## src/cosine_key_edge_fade_core_defines.svh

```systemverilog
// Assertion helpers for the key-edge fade core.
// Each macro expects clk and rst_n in scope.
`ifndef COSINE_KEY_EDGE_FADE_CORE_DEFINES_SVH
`define COSINE_KEY_EDGE_FADE_CORE_DEFINES_SVH

// Same-cycle implication, checked out of reset.
`define CKEF_ASSERT_NOW(lbl, ante, cons, msg) \
    lbl: assert property (@(posedge clk) disable iff (!rst_n) (ante) |-> (cons)) \
        else $error(msg);

// Next-cycle implication, checked out of reset.
`define CKEF_ASSERT_NEXT(lbl, ante, cons, msg) \
    lbl: assert property (@(posedge clk) disable iff (!rst_n) (ante) |=> (cons)) \
        else $error(msg);

`endif

```

## src/ckef_pkg.sv

```systemverilog
`default_nettype none

package ckef_pkg;

    localparam int LEN_W      = 16;
    localparam int CFG_IDX_W  = 1;
    localparam int DIV_W      = 32;
    localparam int DIV_CNT_W  = 5;
    localparam int MUL_W      = 32;
    localparam int PROD_W     = 2 * MUL_W;
    localparam int ACC_W      = 30;
    localparam int STEP_W     = 3;

    localparam logic [LEN_W-1:0]     LEN_RESET = 16'd480;
    localparam logic [CFG_IDX_W-1:0] CFG_FADE_IN  = 1'b0;
    localparam logic [CFG_IDX_W-1:0] CFG_FADE_OUT = 1'b1;

    // pi in Q30
    localparam logic [MUL_W-1:0] PI_Q30 = 32'd3373259426;
    // Q30 unity
    localparam logic [30:0] H_ONE = 31'h4000_0000;
    // innermost Horner coefficient, then the number of subtract passes
    localparam logic [ACC_W-1:0]  ACC_INIT     = 30'd2;
    localparam logic [STEP_W-1:0] HORNER_STEPS = 3'd5;

    typedef enum logic [1:0] {
        MODE_IDLE = 2'd0,
        MODE_IN   = 2'd1,
        MODE_ON   = 2'd2,
        MODE_OUT  = 2'd3
    } ramp_mode_t;

    typedef enum logic [3:0] {
        SEQ_IDLE,
        SEQ_RMUL,
        SEQ_RLOAD,
        SEQ_RDIV,
        SEQ_REND,
        SEQ_EVAL,
        SEQ_FDIV,
        SEQ_YMUL,
        SEQ_ZMUL,
        SEQ_ZSAVE,
        SEQ_HMUL,
        SEQ_HSUB,
        SEQ_DONE
    } seq_state_t;

    // Taylor coefficients of 1-cos in Q30, outermost last
    function automatic logic [ACC_W-1:0] horner_coef(input logic [STEP_W-1:0] k);
        logic [ACC_W-1:0] c;
        case (k)
            3'd0:    c = 30'd296;
            3'd1:    c = 30'd26631;
            3'd2:    c = 30'd1491308;
            3'd3:    c = 30'd44739243;
            3'd4:    c = 30'd536870912;
            default: c = '0;
        endcase
        return c;
    endfunction

    // coefficient minus truncated product, floored at zero
    function automatic logic [ACC_W-1:0] horner_sub(input logic [STEP_W-1:0] k,
                                                    input logic [MUL_W-1:0] t);
        logic [ACC_W-1:0] c;
        c = horner_coef(k);
        if ({2'b00, c} > t)
            return c - t[ACC_W-1:0];
        else
            return '0;
    endfunction

endpackage

`default_nettype wire

```

## src/cosine_key_edge_fade_core.sv

```systemverilog
// Raised-cosine key-edge gain ramp, one result beat per input beat.
// Steady beats (idle, on, snap) go straight to the output; a fading sample runs the divider and the
// Horner series, and a sample that reverses a fade first remaps its phase with a multiply and a divide.
// The input stalls from accept until the result is handed to the output register; the work is done by the
// 32-step shift-subtract divider and six Horner passes through one shared 32x32 multiplier.
// Reset (async, rst_n low): both fade lengths 480, mode idle, phase 0, key low.
`default_nettype none

module cosine_key_edge_fade_core #(
    parameter int ANGLE_BITS     = 12,
    parameter int GAIN_FRAC_BITS = 15
) (
    input  wire logic                          clk,
    input  wire logic                          rst_n,
    // input channel
    input  wire logic                          in_valid,
    output logic                               in_stall,
    input  wire logic                          key_on,
    // output channel
    output logic                               out_valid,
    input  wire logic                          out_stall,
    output logic [GAIN_FRAC_BITS:0]            gain,
    output logic [1:0]                         ramp_state,
    // configuration write channel
    input  wire logic                          cfg_valid,
    output logic                               cfg_ready,
    input  wire logic [ckef_pkg::CFG_IDX_W-1:0] cfg_index,
    input  wire logic [ckef_pkg::LEN_W-1:0]     cfg_data
);
    import ckef_pkg::*;
    `include "cosine_key_edge_fade_core_defines.svh"

    localparam int GW = GAIN_FRAC_BITS + 1;
    localparam int HW = 31 + GAIN_FRAC_BITS;
    localparam logic [GW-1:0]         UNITY      = {1'b1, {GAIN_FRAC_BITS{1'b0}}};
    localparam logic [ANGLE_BITS:0]   ANGLE_FULL = {1'b1, {ANGLE_BITS{1'b0}}};
    localparam logic [ANGLE_BITS:0]   ANGLE_HALF = ANGLE_FULL >> 1;
    localparam logic [HW-1:0]         ROUND_HALF = HW'(1) << 29;
    localparam logic [DIV_CNT_W-1:0]  DIV_LAST   = DIV_CNT_W'(DIV_W - 1);

    // ------------------------------------------------------------------
    // State
    // ------------------------------------------------------------------
    seq_state_t             seq_reg, seq_next;
    ramp_mode_t             mode_reg, mode_next;
    logic [LEN_W-1:0]       phase_reg, phase_next;
    logic                   last_key_reg, last_key_next;
    logic [LEN_W-1:0]       fade_in_len_reg, fade_out_len_reg;

    // shift-subtract divider
    logic [DIV_W-1:0]       quo_reg, quo_next;
    logic [LEN_W-1:0]       rem_reg, rem_next;
    logic [LEN_W-1:0]       den_reg, den_next;
    logic [DIV_CNT_W-1:0]   cnt_reg, cnt_next;

    // shared multiplier and cosine series
    logic [MUL_W-1:0]       mul_a, mul_b;
    logic [PROD_W-1:0]      prod_reg, prod_next;
    logic                   folded_reg, folded_next;
    logic [MUL_W-1:0]       z_reg, z_next;
    logic [ACC_W-1:0]       acc_reg, acc_next;
    logic [STEP_W-1:0]      step_reg, step_next;
    logic [GW-1:0]          res_gain_reg, res_gain_next;

    // output register
    logic                   out_valid_reg, out_valid_next;
    logic [GW-1:0]          gain_reg, gain_next;
    logic [1:0]             ramp_state_reg, ramp_state_next;

    // ------------------------------------------------------------------
    // Shared datapath pieces
    // ------------------------------------------------------------------
    logic                   in_fire;
    logic                   out_free;
    logic                   key_edge;
    logic                   reversal;
    logic [LEN_W-1:0]       acc_nold;
    logic [LEN_W-1:0]       len_nold, len_nnew, len_cur;

    logic [LEN_W:0]         rem_shift;
    logic                   div_fit;
    logic [LEN_W-1:0]       rem_step;
    logic [DIV_W-1:0]       quo_step;

    logic [ANGLE_BITS-1:0]  f_val;
    logic                   f_fold;
    logic [ANGLE_BITS:0]    f_prime;
    logic [MUL_W-1:0]       y_val;
    logic [MUL_W-1:0]       t_val;

    logic [30:0]            h_raw, h_clamp, h_val;
    logic [HW-1:0]          h_sum;
    logic [GW-1:0]          gain_in;

    assign in_stall  = (seq_reg != SEQ_IDLE);
    assign in_fire   = in_valid && !in_stall;
    assign out_free  = !out_valid_reg || !out_stall;
    assign cfg_ready = 1'b1;

    assign out_valid  = out_valid_reg;
    assign gain       = gain_reg;
    assign ramp_state = ramp_state_reg;

    // edge detection on the incoming beat, seen against the pre-step mode
    assign key_edge = (key_on != last_key_reg);
    assign reversal = key_edge && ((key_on && (mode_reg == MODE_OUT)) ||
                                   (!key_on && (mode_reg == MODE_IN)));
    assign acc_nold = key_on ? fade_out_len_reg : fade_in_len_reg;

    // after the edge, mode holds the new fade; the old length is the other one
    assign len_nnew = (mode_reg == MODE_IN) ? fade_in_len_reg : fade_out_len_reg;
    assign len_nold = (mode_reg == MODE_IN) ? fade_out_len_reg : fade_in_len_reg;
    assign len_cur  = len_nnew;

    // one quotient bit per cycle
    assign rem_shift = {rem_reg, quo_reg[DIV_W-1]};
    assign div_fit   = (rem_shift >= {1'b0, den_reg});
    assign rem_step  = div_fit ? LEN_W'(rem_shift - {1'b0, den_reg}) : rem_shift[LEN_W-1:0];
    assign quo_step  = {quo_reg[DIV_W-2:0], div_fit};

    // fold the angle into the first quarter turn
    assign f_val   = quo_reg[ANGLE_BITS-1:0];
    assign f_fold  = ({1'b0, f_val} > ANGLE_HALF);
    assign f_prime = f_fold ? (ANGLE_FULL - {1'b0, f_val}) : {1'b0, f_val};

    // y = angle in Q30, z and Horner terms are products truncated by 2^30
    assign y_val = prod_reg[ANGLE_BITS +: MUL_W];
    assign t_val = prod_reg[30 +: MUL_W];

    // half of (1 - cos), unfolded, then rounded to the gain format
    assign h_raw   = t_val[MUL_W-1:1];
    assign h_clamp = (h_raw > H_ONE) ? H_ONE : h_raw;
    assign h_val   = folded_reg ? (H_ONE - h_clamp) : h_clamp;
    assign h_sum   = (HW'(h_val) << GAIN_FRAC_BITS) + ROUND_HALF;
    assign gain_in = h_sum[30 +: GW];

    // ------------------------------------------------------------------
    // Sequencer: next state
    // ------------------------------------------------------------------
    always_comb
    begin
        seq_next = seq_reg;
        case (seq_reg)
            SEQ_IDLE:
            begin
                if (in_fire)
                begin
                    if (reversal && (acc_nold != '0) && (phase_reg < acc_nold))
                        seq_next = SEQ_RMUL;
                    else
                        seq_next = SEQ_EVAL;
                end
            end
            SEQ_RMUL:  seq_next = SEQ_RLOAD;
            SEQ_RLOAD: seq_next = SEQ_RDIV;
            SEQ_RDIV:
            begin
                if (cnt_reg == DIV_LAST)
                    seq_next = SEQ_REND;
            end
            SEQ_REND:  seq_next = SEQ_EVAL;
            SEQ_EVAL:
            begin
                if (((mode_reg == MODE_IN) || (mode_reg == MODE_OUT)) &&
                    (phase_reg < len_cur))
                    seq_next = SEQ_FDIV;
                else
                    seq_next = SEQ_DONE;
            end
            SEQ_FDIV:
            begin
                if (cnt_reg == DIV_LAST)
                    seq_next = SEQ_YMUL;
            end
            SEQ_YMUL:  seq_next = SEQ_ZMUL;
            SEQ_ZMUL:  seq_next = SEQ_ZSAVE;
            SEQ_ZSAVE: seq_next = SEQ_HMUL;
            SEQ_HMUL:  seq_next = SEQ_HSUB;
            SEQ_HSUB:
            begin
                if (step_reg == HORNER_STEPS)
                    seq_next = SEQ_DONE;
                else
                    seq_next = SEQ_HMUL;
            end
            SEQ_DONE:
            begin
                if (out_free)
                    seq_next = SEQ_IDLE;
            end
            default:   seq_next = SEQ_IDLE;
        endcase
    end

    // ------------------------------------------------------------------
    // Sequencer: datapath controls and register updates
    // ------------------------------------------------------------------
    always_comb
    begin
        mode_next       = mode_reg;
        phase_next      = phase_reg;
        last_key_next   = last_key_reg;
        quo_next        = quo_reg;
        rem_next        = rem_reg;
        den_next        = den_reg;
        cnt_next        = cnt_reg;
        folded_next     = folded_reg;
        z_next          = z_reg;
        acc_next        = acc_reg;
        step_next       = step_reg;
        res_gain_next   = res_gain_reg;
        out_valid_next  = out_valid_reg && out_stall;
        gain_next       = gain_reg;
        ramp_state_next = ramp_state_reg;
        mul_a           = '0;
        mul_b           = '0;

        case (seq_reg)
            SEQ_IDLE:
            begin
                // take the key edge; a reversal keeps the phase for remapping
                if (in_fire && key_edge)
                begin
                    last_key_next = key_on;
                    mode_next     = key_on ? MODE_IN : MODE_OUT;
                    if (!(reversal && (acc_nold != '0) && (phase_reg < acc_nold)))
                        phase_next = '0;
                end
            end
            SEQ_RMUL:
            begin
                // Nnew * (Nold - phase)
                mul_a = MUL_W'(len_nnew);
                mul_b = MUL_W'(len_nold - phase_reg);
            end
            SEQ_RLOAD:
            begin
                quo_next = prod_reg[DIV_W-1:0];
                den_next = len_nold;
                rem_next = '0;
                cnt_next = '0;
            end
            SEQ_RDIV, SEQ_FDIV:
            begin
                quo_next = quo_step;
                rem_next = rem_step;
                cnt_next = cnt_reg + 1'b1;
            end
            SEQ_REND:
            begin
                // clamp the remapped phase to the new length
                if ((quo_reg[DIV_W-1:LEN_W] != '0) || (quo_reg[LEN_W-1:0] > len_nnew))
                    phase_next = len_nnew;
                else
                    phase_next = quo_reg[LEN_W-1:0];
            end
            SEQ_EVAL:
            begin
                case (mode_reg)
                    MODE_ON:   res_gain_next = UNITY;
                    MODE_IDLE: res_gain_next = '0;
                    default:
                    begin
                        if (phase_reg >= len_cur)
                        begin
                            // fade over: snap to the end level
                            mode_next     = (mode_reg == MODE_IN) ? MODE_ON : MODE_IDLE;
                            phase_next    = '0;
                            res_gain_next = (mode_reg == MODE_IN) ? UNITY : '0;
                        end
                        else
                        begin
                            // f = phase * 2^ANGLE_BITS / N, then advance the phase
                            quo_next   = DIV_W'({phase_reg, {ANGLE_BITS{1'b0}}});
                            den_next   = len_cur;
                            rem_next   = '0;
                            cnt_next   = '0;
                            phase_next = phase_reg + 1'b1;
                        end
                    end
                endcase
            end
            SEQ_YMUL:
            begin
                folded_next = f_fold;
                mul_a       = MUL_W'(f_prime);
                mul_b       = PI_Q30;
            end
            SEQ_ZMUL:
            begin
                mul_a = y_val;
                mul_b = y_val;
            end
            SEQ_ZSAVE:
            begin
                z_next    = t_val;
                acc_next  = ACC_INIT;
                step_next = '0;
            end
            SEQ_HMUL:
            begin
                mul_a = z_reg;
                mul_b = MUL_W'(acc_reg);
            end
            SEQ_HSUB:
            begin
                if (step_reg == HORNER_STEPS)
                    res_gain_next = (mode_reg == MODE_IN) ? gain_in : (UNITY - gain_in);
                else
                begin
                    acc_next  = horner_sub(step_reg, t_val);
                    step_next = step_reg + 1'b1;
                end
            end
            SEQ_DONE:
            begin
                // hand the beat to the output register once it is free
                if (out_free)
                begin
                    out_valid_next  = 1'b1;
                    gain_next       = res_gain_reg;
                    ramp_state_next = mode_reg;
                end
            end
            default:
            begin
                mul_a = '0;
                mul_b = '0;
            end
        endcase
    end

    assign prod_next = PROD_W'(mul_a) * PROD_W'(mul_b);

    // ------------------------------------------------------------------
    // Control registers
    // ------------------------------------------------------------------
    always_ff @(posedge clk or negedge rst_n)
    begin
        if (!rst_n)
        begin
            seq_reg          <= SEQ_IDLE;
            mode_reg         <= MODE_IDLE;
            phase_reg        <= '0;
            last_key_reg     <= 1'b0;
            fade_in_len_reg  <= LEN_RESET;
            fade_out_len_reg <= LEN_RESET;
            cnt_reg          <= '0;
            step_reg         <= '0;
            out_valid_reg    <= 1'b0;
        end
        else
        begin
            seq_reg       <= seq_next;
            mode_reg      <= mode_next;
            phase_reg     <= phase_next;
            last_key_reg  <= last_key_next;
            cnt_reg       <= cnt_next;
            step_reg      <= step_next;
            out_valid_reg <= out_valid_next;
            if (cfg_valid && cfg_ready)
            begin
                case (cfg_index)
                    CFG_FADE_IN:  fade_in_len_reg  <= cfg_data;
                    CFG_FADE_OUT: fade_out_len_reg <= cfg_data;
                    default:      fade_in_len_reg  <= fade_in_len_reg;
                endcase
            end
        end
    end

    // ------------------------------------------------------------------
    // Payload registers
    // ------------------------------------------------------------------
    always_ff @(posedge clk)
    begin
        quo_reg        <= quo_next;
        rem_reg        <= rem_next;
        den_reg        <= den_next;
        prod_reg       <= prod_next;
        folded_reg     <= folded_next;
        z_reg          <= z_next;
        acc_reg        <= acc_next;
        res_gain_reg   <= res_gain_next;
        gain_reg       <= gain_next;
        ramp_state_reg <= ramp_state_next;
    end

    // ------------------------------------------------------------------
    // Checks
    // ------------------------------------------------------------------
    `CKEF_ASSERT_NEXT(a_busy_after_accept, in_valid && !in_stall, in_stall, "accepted beat did not start the sequencer")
    `CKEF_ASSERT_NOW(a_gain_range, out_valid, gain <= UNITY, "gain above unity")
    `CKEF_ASSERT_NOW(a_on_unity, out_valid && (ramp_state == MODE_ON), gain == UNITY, "on state without unity gain")
    `CKEF_ASSERT_NOW(a_idle_zero, out_valid && (ramp_state == MODE_IDLE), gain == '0, "idle state with nonzero gain")

endmodule

`default_nettype wire

```

## config.mk

```make
export PLATFORM = sky130hd
export DESIGN_NAME = cosine_key_edge_fade_core
export DESIGN_NICKNAME = d
export VERILOG_FILES = /design/src/ckef_pkg.sv /design/src/cosine_key_edge_fade_core.sv
export VERILOG_INCLUDE_DIRS = /design/src /design/src/src
export SDC_FILE = /design/constraint.sdc
export NUM_CORES = 2
export LEC_CHECK = 0
export ABC_AREA = 1
export BUFFER_PORTS_ARGS = -buffer_cell sky130_fd_sc_hd__buf_2
export CAP_MARGIN = 0
export CORE_MARGIN = 8
export CORE_UTILIZATION = 30
export CTS_CLUSTER_SIZE = 14
export DETAILED_ROUTE_END_ITERATION = 7
export GPL_TIMING_DRIVEN = 0
export MAX_ROUTING_LAYER = met4
export SYNTH_ARGS = -nofsm -noshare
export SYNTH_HDL_FRONTEND = slang
export SYNTH_SLANG_ARGS = --single-unit
```

## constraint.sdc

```tcl
create_clock -name clk -period 11.8 [get_ports clk]
set_input_delay 0.59 -clock clk [delete_from_list [all_inputs] [get_ports clk]]
set_output_delay 0.59 -clock clk [all_outputs]
set_load 0.02 [all_outputs]
```

==> reports/results.ini <==
[pwr]
switchingPower_mw=6.36
p_leak_nw=28.3
vdd_drop_max_v=0.000124
internal-power_mw=4.35
power_frac_seq_pct=16.3
swShare_pct=59.4
power_density_nw_per_um2=196
comb_power_share_pct=75.2
clkPwrFrac_pct=8.5

[grt]
grt_max_degree=65
grt_pass1_vias=43360
grt_pass1_wl_um=278000
grt_util_all_layers_pct=20.9
antenna_found_initial=5
grt_overflow=0

[timing]
clock.fmax_ghz=0.0877
finalCriticalPeriod_ns=11.40
setup_viol=0
drv_slew=0
slew_headroom_pct=6.90
clock_skew_ns=0.0287
final.period_utilization_pct=96.6
worst_slew_pin_slew_ns=1.38
hold_viol_final=0

[route]
vias=42427
drt-initial-drc-count=4018
drc=0
routed_wire_length_per_instance_um=21.5
routed_wl_um=185000
ant_nets=0
avgViaCountPerCell=4.93
drtPass1Iterations=6

[floorplan]
die_area_um2=181000
start_util_pct=30.2
coreArea_um2=167000
io_pins=44
fp.dieW_um=426
die_h_um=426
std_cell_rows=150

[synth]
async_flop_share_pct=22.3
synth_edf_count=161
postSynthCellCount=6272
ys_ff_latch=287
ys.warnings.count=0
avgSynthCellArea_um2=8.02
netlist_area_um2=50300
syn_nets=7556
synth_cell_types=65
ys_seq_area_share_pct=15.3
synth-main-ff-cell=edfxtp_1

[worst_setup_path]
critPathSlowestCell=clkbuf_1
slowest_delay_ns=0.88
critPathMostFrequentCell=inv_1
cp_max_fo=10
reg2reg_slack_ns=0.40
r2r_start=seq_reg[3]
endpoint_kind=register
reg2reg_to=prod_reg[40]
crit_arrival_ns=11.86
cp.required_ns=12.26
ff2ff_path_depth=38
crit_end=prod_reg[40]
cp-startpoint=seq_reg[3]
worstSetupPathType=register to register
start_kind=register

[run_status]
status=completed

[layout]
multi_input_area_um2=36000
filler_cell_count=17592
fin_util_pct=32.8
seqCellArea_um2=7690
final_area_um2=54800
syn_to_final_growth_pct=8.82
layout-drive-gt1-share_pct=4.37
largest_reg_flops=62
final_nets=7649

[clock_network]
root_buffer=clkbuf_16
clock_sinks=287
numCtsBuffers=29
cts_tree=yes
clk_path_buf_depth=3
path_clk_slew_ns=0.06
insertion_delay_ns=0.58
htree_num_levels=1

[run]
drv_cap=0

[placement]
gp_congestion=1.01
port-buffer-count=41
hpwlAfterDp_um=157000
place_area_um2=53400

[hold_path]
hp-class=primary input to async pin

==> per-layer routing <==
| layer | share of wire, % | global-route usage, % | vias up |
|---|---|---|---|
| met1 | 41 | 27.0 | 21187 |
| met4 | 6.1 | 9.76 | 0 |
| met5 | 0 | - | - |
| met2 | 45 | 32.5 | 1859 |
| li1 | - | - | 18959 |
| met3 | 7.9 | 3.06 | 422 |
==> metrics by stage <==
stage | setup slack, ns | hold slack [ns] | total power, mW | setup TNS [ns] | cells
final | 0.398 | 0.116 | 10.7 | 0 | 8598
after global placement | -1.16 | 0.403 | 9.43 | -20.77 | 8517
after detailed placement | -1.17 | 0.406 | 9.53 | -20.62 | 8524
after CTS | 0.0261 | 0.127 | 10.6 | 0 | 8585
after floorplan | 2.05 | 0.294 | 6.54 | 0 | 6272
after global routing | -0.0429 | 0.180 | 11.5 | -0.0429 | 8598
==> placed cells by master (no fill, tap or decap), types with 29 or more instances in the layout <==
| cell type | Yosys | routed |
|---|---|---|
| inv_1 | 1564 | 1560 |
| nand2_1 | 1357 | 1354 |
| fa_1 | 898 | 898 |
| nor2_1 | 529 | 524 |
| ha_1 | 363 | 363 |
| o21ai_0 | 292 | 287 |
| a21oi_1 | 214 | 212 |
| clkbuf_1 | 205 | 177 |
| edfxtp_1 | 161 | 161 |
| nand3_1 | 86 | 83 |
| dfxtp_1 | 62 | 62 |
| xor2_1 | 56 | 56 |
| dfrtp_1 | 56 | 56 |
| buf_2 | 11 | 53 |
| xnor2_1 | 39 | 39 |
| a31oi_1 | 35 | 34 |
| nor3_1 | 33 | 32 |
| clkbuf_16 | 0 | 29 |
==> layout make-up <==
type,count,area share (%)
Multi-Input combinational cell,4175,65.7
Sequential cell,287,14.0
Inverter,1579,10.8
Tap cell,2204,5.04
Buffer,228,1.82
Clock buffer,46,1.53
Timing Repair Buffer,65,0.896
Clock inverter,8,0.144
Antenna cell,6,0.0274
==> cell families (layout without fill, tap and decap cells) <==
logic type               count (synthesis)  count (layout)  synth area share (%)
other                                    1               7               0.00745
AND/OR/NAND/NOR                       2117            2117                  16.8
XOR/XNOR                                95              95                  1.65
flip-flops                             287             287                  15.3
buffers and inverters                 1810            1926                  13.6
AO/OA/AOI/OAI                          701             701                  7.83
adder cells (fa/ha/maj)               1261            1261                  44.8
==> power by group through the flow <==
stage,Clock [mW],Sequential [mW],Combinational [mW]
after floorplan,0,1.63,4.91
after global placement,0,1.76,7.67
after detailed placement,0,1.76,7.77
after CTS,0.934,1.74,7.91
after global routing,0.968,1.77,8.74
final,0.913,1.75,8.05
==> worst max-delay path: cells and delay by family (launching register included) <==
kind	cells	cell delay, ns
compound gates	7	2.03
xor+xnor	1	0.24
fa+ha+maj	9	3.93
buf+inv	13	3.13
flops	1	0.38
simple gates	8	1.56
==> cell usage after synthesis, types with 7 or more instances <==
cell,n,area [um2]
a22oi_1,16,120
dfxtp_1,62,1240
nor2_2,13,81.3
o211ai_1,16,120
nand2_1,1357,5090
xnor2_1,39,342
fa_1,898,18000
o21ai_1,14,70.1
nor2_1,529,1990
a221oi_1,7,61.3
nand4_1,21,131
nor4_1,12,75.1
o21a_1,10,75.1
dfstp_2,8,210
a21boi_0,9,67.6
nand3_1,86,430
nor3_1,33,165
ha_1,363,4540
clkinv_1,10,37.5
edfxtp_1,161,4830
a211oi_1,7,52.6
o21ai_0,292,1460
inv_1,1564,5870
a21o_1,9,67.6
a31oi_1,35,219
xor2_1,56,490
clkbuf_1,205,769
o22ai_1,29,181
buf_2,11,55.1
a21oi_1,214,1070
nand2_2,26,163
or2_2,10,62.6
dfrtp_1,56,1400
==> how the worst min path moves through the flow <==
stage | start | end | slack [ns]
after floorplan | rst_n | cnt_reg[0] | 0.29
after global placement | res_gain_reg[10] | gain[10] | 0.40
after detailed placement | res_gain_reg[11] | gain[11] | 0.41
after CTS | rst_n | cnt_reg[3] | 0.13
after global routing | rst_n | cnt_reg[3] | 0.18
final | rst_n | cnt_reg[3] | 0.12
==> timing repair <==
action | 4_1_cts | 5_1_grt
buffers inserted | 7 | 9
pin swaps | 4 | 3
gates resized for setup | 55 | 52
hold buffers | 0 | 0
endpoints found under the setup margin | 33 | 29
(Power assumes the default switching activity.)
